==> src/hw/rtl/fbt_pkg.sv <==
// Shared constants, types and table functions of the FM bell tone sample generator.
package fbt_pkg;

  // Default values of the top-level parameters.
  localparam int SINE_ADDR_BITS_DEF = 12;
  localparam int EXP_ADDR_BITS_DEF  = 10;
  localparam int SAMPLE_BITS_DEF    = 16;

  // Field widths.
  localparam int TIME_W       = 32;
  localparam int FREQ_W       = 24;
  localparam int IN_DATA_W    = TIME_W + FREQ_W;
  localparam int MOD_FREQ_W   = 24;
  localparam int PEAK_INDEX_W = 8;
  localparam int DECAY_RATE_W = 24;
  localparam int PHASE_W      = 32;
  localparam int MAG_W        = 31;
  localparam int AMP_W        = 31;

  // Configuration port.
  localparam int CFG_IDX_W  = 2;
  localparam int CFG_DATA_W = 24;
  localparam logic [CFG_IDX_W-1:0] CFG_MOD_FREQ   = 2'd0;
  localparam logic [CFG_IDX_W-1:0] CFG_PEAK_INDEX = 2'd1;
  localparam logic [CFG_IDX_W-1:0] CFG_DECAY_RATE = 2'd2;
  localparam logic [DECAY_RATE_W-1:0] DECAY_RATE_RST = 24'd65536;

  // Fixed-point constants.
  localparam logic [63:0] ONE_Q30    = 64'd1073741824;
  localparam logic [63:0] TWO_PI_Q30 = 64'd6746518852;
  localparam logic [63:0] LN2_Q30    = 64'd744261118;
  localparam logic [30:0] LOG2E_Q30  = 31'd1549082005;
  localparam logic [29:0] INV_2PI_Q32 = 30'd683565276;
  // Shifts of 31 or more leave nothing of a Q1.30 amplitude.
  localparam logic [6:0] AMP_SHIFT_MAX = 7'd31;

  // Pipeline depth, the output register included.
  localparam int NUM_STAGES = 11;

  typedef struct packed {
    logic                  in_ready;
    logic                  out_valid;
    logic [NUM_STAGES-1:0] ld;
  } fbt_pipe_t;

  // Series divisors (2n)(2n+1) for the sine and n for the exponential.
  localparam int SIN_TERMS = 12;
  localparam int EXP_TERMS = 20;
  localparam logic [63:0] SIN_DIV [1:12] = '{
    64'd6, 64'd20, 64'd42, 64'd72, 64'd110, 64'd156,
    64'd210, 64'd272, 64'd342, 64'd420, 64'd506, 64'd600
  };
  localparam logic [63:0] EXP_DIV [1:20] = '{
    64'd1, 64'd2, 64'd3, 64'd4, 64'd5, 64'd6, 64'd7, 64'd8, 64'd9, 64'd10,
    64'd11, 64'd12, 64'd13, 64'd14, 64'd15, 64'd16, 64'd17, 64'd18, 64'd19, 64'd20
  };

  // Magnitude of sin(2*pi*idx/2^abits) in Q1.30, by an integer Taylor series
  // on the folded first quadrant.
  function automatic logic [MAG_W-1:0] fbt_sine_mag(input int unsigned idx,
                                                    input int unsigned abits);
    logic [63:0] half;
    logic [63:0] quarter;
    logic [63:0] h;
    logic [63:0] x;
    logic [63:0] acc;
    logic [63:0] term;
    int n;
    half    = 64'd1 << (abits - 1);
    quarter = 64'd1 << (abits - 2);
    h = 64'(idx) & (half - 64'd1);
    if (h > quarter) begin
      h = half - h;
    end
    x    = (h * TWO_PI_Q30) >> abits;
    acc  = x;
    term = x;
    for (n = 1; n <= SIN_TERMS; n++) begin
      if (term != 64'd0) begin
        term = (term * x) >> 30;
        term = ((term * x) >> 30) / SIN_DIV[n];
        if ((n & 1) != 0) begin
          acc = (acc >= term) ? acc - term : 64'd0;
        end else begin
          acc = acc + term;
        end
      end
    end
    if (acc > ONE_Q30) begin
      acc = ONE_Q30;
    end
    return acc[MAG_W-1:0];
  endfunction

  // 2^(-idx/2^abits) in Q1.30, formed as e^z/2 with z = (1 - idx/2^abits)*ln2.
  function automatic logic [AMP_W-1:0] fbt_exp_val(input int unsigned idx,
                                                   input int unsigned abits);
    logic [63:0] z;
    logic [63:0] acc;
    logic [63:0] term;
    logic [63:0] half_val;
    int n;
    z    = (((64'd1 << abits) - 64'(idx)) * LN2_Q30) >> abits;
    acc  = ONE_Q30;
    term = ONE_Q30;
    for (n = 1; n <= EXP_TERMS; n++) begin
      if (term != 64'd0) begin
        term = ((term * z) >> 30) / EXP_DIV[n];
        acc  = acc + term;
      end
    end
    half_val = (acc + 64'd1) >> 1;
    return half_val[AMP_W-1:0];
  endfunction

endpackage

==> src/hw/rtl/fbt_pipe_ctrl.sv <==
// Valid bits and per-stage load enables of the sample pipeline, with bubble collapsing.
module fbt_pipe_ctrl (
  input  logic               clk,
  input  logic               rst_n,
  input  logic               in_valid,
  input  logic               out_ready,
  output fbt_pkg::fbt_pipe_t pipe
);
  import fbt_pkg::*;

  logic [NUM_STAGES-1:0] vld_r;
  logic [NUM_STAGES-1:0] vld_nxt;
  logic [NUM_STAGES-1:0] ld;

  // A stage loads when the output drains or any stage from it onward is empty.
  for (genvar g = 0; g < NUM_STAGES; g++) begin : g_ld
    assign ld[g] = out_ready | ~(&vld_r[NUM_STAGES-1:g]);
  end

  assign vld_nxt = (ld & {vld_r[NUM_STAGES-2:0], in_valid}) | (~ld & vld_r);

  always_ff @(posedge clk) begin
    if (!rst_n) begin
      vld_r <= '0;
    end else begin
      vld_r <= vld_nxt;
    end
  end

  assign pipe.in_ready  = ld[0];
  assign pipe.out_valid = vld_r[NUM_STAGES-1];
  assign pipe.ld        = ld;

endmodule

==> config.mk <==
export PLATFORM = sky130hd
export DESIGN_NAME = fbt_pipe_ctrl
export DESIGN_NICKNAME = d
export VERILOG_FILES = /design/src/hw/rtl/fbt_pkg.sv /design/src/hw/rtl/fbt_pipe_ctrl.sv
export SDC_FILE = /design/constraint.sdc
export NUM_CORES = 1
export LEC_CHECK = 0
export BUFFER_PORTS_ARGS = -buffer_cell sky130_fd_sc_hd__clkbuf_2
export CAP_MARGIN = 10
export CORE_AREA = 8 8 45 47
export DETAILED_ROUTE_END_ITERATION = 7
export DIE_AREA = 0 0 53 55
export PLACE_DENSITY = 0.66
export SKIP_LAST_GASP = 1
export SLEW_MARGIN = 20
export SYNTH_ARGS = -nofsm -noshare
export SYNTH_HDL_FRONTEND = slang
export SYNTH_SLANG_ARGS = --single-unit
==> constraint.sdc <==
create_clock -name clk -period 3.04 [get_ports clk]
set_input_delay 0.152 -clock clk [delete_from_list [all_inputs] [get_ports clk]]
set_output_delay 0.152 -clock clk [all_outputs]
set_load 0.02 [all_outputs]
# --- After elaboration in Yosys (flattened, before gate mapping) ---
# Index checks and enable logic that the tools add are counted.
# W data, S select, Z words.
classes:
  n_bitwise: 26
  n_reduce_logical: 10
op_table:
  columns: ["operator", "count"]
  rows:
  - ["$and A11 B11 Y11", 2]
  - ["$not A1 Y1", 11]
  - ["$not A11 Y11", 1]
  - ["$or A1 B1 Y1", 11]
  - ["$or A11 B11 Y11", 1]
  - ["$reduce_and A11 Y1", 1]
  - ["$reduce_and A10 Y1", 1]
  - ["$reduce_and A9 Y1", 1]
  - ["$reduce_and A8 Y1", 1]
  - ["$reduce_and A7 Y1", 1]
  - ["$reduce_and A6 Y1", 1]
  - ["$reduce_and A5 Y1", 1]
  - ["$reduce_and A4 Y1", 1]
  - ["$reduce_and A3 Y1", 1]
  - ["$reduce_and A2 Y1", 1]
word_totals:
  output_inout_bits: 13
  regBits: 11
  wordCells: 37
  in_bits: 4

# --- Logic depth before layout (Yosys ltp) ---
logic_depth:
  word_depth: 6
  mapped_depth: 5
  mapped_depth_nobuf: 5

# --- Worst setup path before layout ---
# Ideal clock, no wire load.
synth_path:
  path_type: "register to output"
  from: "register with a tool-made name"
  to: "output pipe[12] in the netlist's numbering"
  required_time_ns: 2.888
  t_arrival_ns: 1.487
  stages_incl_launch_ff: 6
  slack_ns: 1.401
  n_path_buf: 1
  cell_sequence: "dfxtp_1 -> and3b_2 -> inv_2 -> nor3_2 -> nand4_1 -> buf_4"
synth_lines:
  columns: ["item", "line", "source"]
  rows:
  - ["to (decl)", "fbt_pipe_ctrl.sv:7", "output fbt_pkg::fbt_pipe_t pipe"]

==> run metrics <==
cell area after placement=569 um^2; global-route wire length before repair=roughly 1500 um; post-synth design cell area=just under 500 um^2; number of buffers created by CTS=3; FF+latch count, synth=11; final weighted congestion of routability-driven global placement=0.754; NumNets Final=just under 80; Compound-Gate Fraction of Synth Area=19.0%; Worst EP required=2.89 ns; post-synthesis simple-gate area fraction=26.7%; effective utilization at floorplan=35.3%; violation count after the first detailed-route iteration=12; chip width=53 um; maximum fanout encountered on the critical timing path=5; # clock sinks=11; combinational family with the most area after synthesis=simple AND/OR/NAND/NOR gates; overall track demand over capacity in global routing=7.03%; routed via count=roughly 430; CP Capture Type=output port; count of antenna-violating nets left after detailed routing=0; total wire length after detailed routing=around 970 um; Post-Synthesis Net Count=a little under 60; clock slew seen by the registers of the worst setup and hold paths=around 0.07 ns; kind of path behind the tightest hold check=input pin to flop; xor/xnor cell area share of the yosys netlist=0%; Slew HR=80.0%; Fin. Hold Viols=0; worst setup slack after layout=1.30 ns; Post-Syn Area per Cell=roughly 8.9 um^2; floorplan core area=1380 um^2; clock root buffer=clkbuf_4; reg-to-reg slack, setup=1.78 ns; DIE AREA=2920 um^2; routed length per placed instance=11.0 um; Detailed Routing Iterations Pass 1=4; unrepaired setup endpoints after global routing=no; final HPWL from detailed placement=769 um; number of instances resized during post-cts repair=0; Setup Skew=0.00700 ns; run status=completed; Mapped Cells=55; power per cell area=426 nW/um^2; count of synthesis-stage warnings from yosys=0; synth unique cells=21; # IOs=17; standby leakage power=0.212 nW; maximum number of pins on one net before global-route repair=14; Worst EP arrival=1.59 ns; worst setup slack before clock tree synthesis=1.58 ns; pin slew with the least headroom to its limit=0.298 ns; adder and majority gate portion of the synthesized area=0%; post-route cell area=596 um^2; GR Overflow Total=0; peak clock frequency supported by timing=573 MHz; final critical delay including setup and external delays=1.74 ns; clk buf depth=2; die height=55 um; post-detailed-route via-to-cell ratio=4.83; final slew viol count=0; hold-fix buffer count after cts=0; endpoints failing setup=0; overall power=around 0.25 mW; relative area change from synthesis to final layout=22.1%; post-detailed-route DRC marker count=0; Core Util, Final=43.0%; Largest stage delay, worst path=between 0.3 and 0.4 ns; Critical Path Source Type=flop; clock latency on the worst-skew pair=approximately 0.27 ns; Max stage delay cell, worst path=dfxtp_1; final sum of negative setup slack=0 ns; Cell Chain, Critical Path=and3b_2 > inv_2 > nor3_2 > nand4_1 > clkbuf_2; std cell rows=14; number of buffers inserted by post-CTS setup repair=0; initial antenna violation count=0; CTS tree=built; via count of the first global-routing pass=367; worst supply voltage drop on vdd=roughly 260 uV; number of input and output port buffers inserted=16; part of the cycle the worst path needs=a little under three fifths; portion of netlist area occupied by mux cells=0%; ratio of cells with drive above 1 in the final layout=approximately 38%; class of the most critical setup path=flop to output port; CTS H-tree depth=1; n_diodes=0; sequential-to-total area share from yosys stat=45.1%; max-cap violation count=0
synthesized netlist by cell type:
cell,count,area [um^2]
and3b_2,1,10.0
o41ai_2,1,16.3
buf_4,2,15.0
nand4_1,1,6.26
nor3_2,1,10.0
nand2_1,9,33.8
inv_2,2,7.51
a21boi_2,1,11.3
o31ai_1,2,15.0
nor3_1,1,5.00
clkbuf_1,1,3.75
nand3_1,6,30.0
dfxtp_1,11,220
nand2b_1,1,6.26
or3_4,1,11.3
o21a_1,4,30.0
nor2b_1,1,6.26
inv_1,5,18.8
a21boi_0,2,15.0
nor2_4,1,11.3
a21oi_1,1,5.00
metrics by stage:
stage	instances	hold slack (ns)
2_1_floorplan	55	0.261
3_3_place_gp	84	0.351
3_5_place_dp	84	0.356
4_1_cts	88	0.0691
5_1_grt	88	0.0756
6_report	88	0.0777
final timing paths:
kind / end / cells past startpoint / startpoint
setup / recovery: pipe[0] / 5 / flop
hold / removal: flop / 3 / in_valid
setup reg to reg: flop / 4 / flop
hold reg to reg: flop / 2 / flop
cell usage in the layout, fill, tap and decap left out, drive strengths merged:
cell type	n
inv	7
a21oi	1
o31ai	2
nand3	6
nor2	1
dfxtp	11
nand4	1
a21boi	3
nor3	2
nor2b	1
nand2b	1
and3b	1
clkbuf	20
or3	1
nand2	9
o41ai	1
o21a	4
cells by family after synthesis:
kind of cell | count (synthesis)
DFF | 11
and+or+nand+nor | 23
buffers and inverters | 10
AOI/OAI and AO/OA | 11
report_power, final:
group,internal (mW),leakage [nW],switching (mW)
clock network,0.0508,0.0150,0.0471
logic,0.00420,0.108,0.00372
registers,0.146,0.0892,0.00203
worst max-delay path, delay by kind of cell, from the launching register on:
family	cells	cell delay, ns
DFF	1	0.34
and+or+nand+nor	3	0.71
buffers and inverters	2	0.26
per-layer routing:
layer	GRT usage (%)	up-vias	wire (um)
met4	3.88	0	11
met2	11.1	15	449
met3	5.61	2	119
met1	6.32	191	384
met5	0	-	0
li1	-	217	-
final cells by class:
cell class | count | area [um^2]
Tap cell | 16 | 20.0
Sequential cell | 11 | 220
Timing Repair Buffer | 16 | 80.1
Fill cell | 152 | 788
Inverter | 7 | 26.3
Multi-Input combinational cell | 34 | 223
Clock buffer | 4 | 26.3
Power figures use the tool's default switching activity.
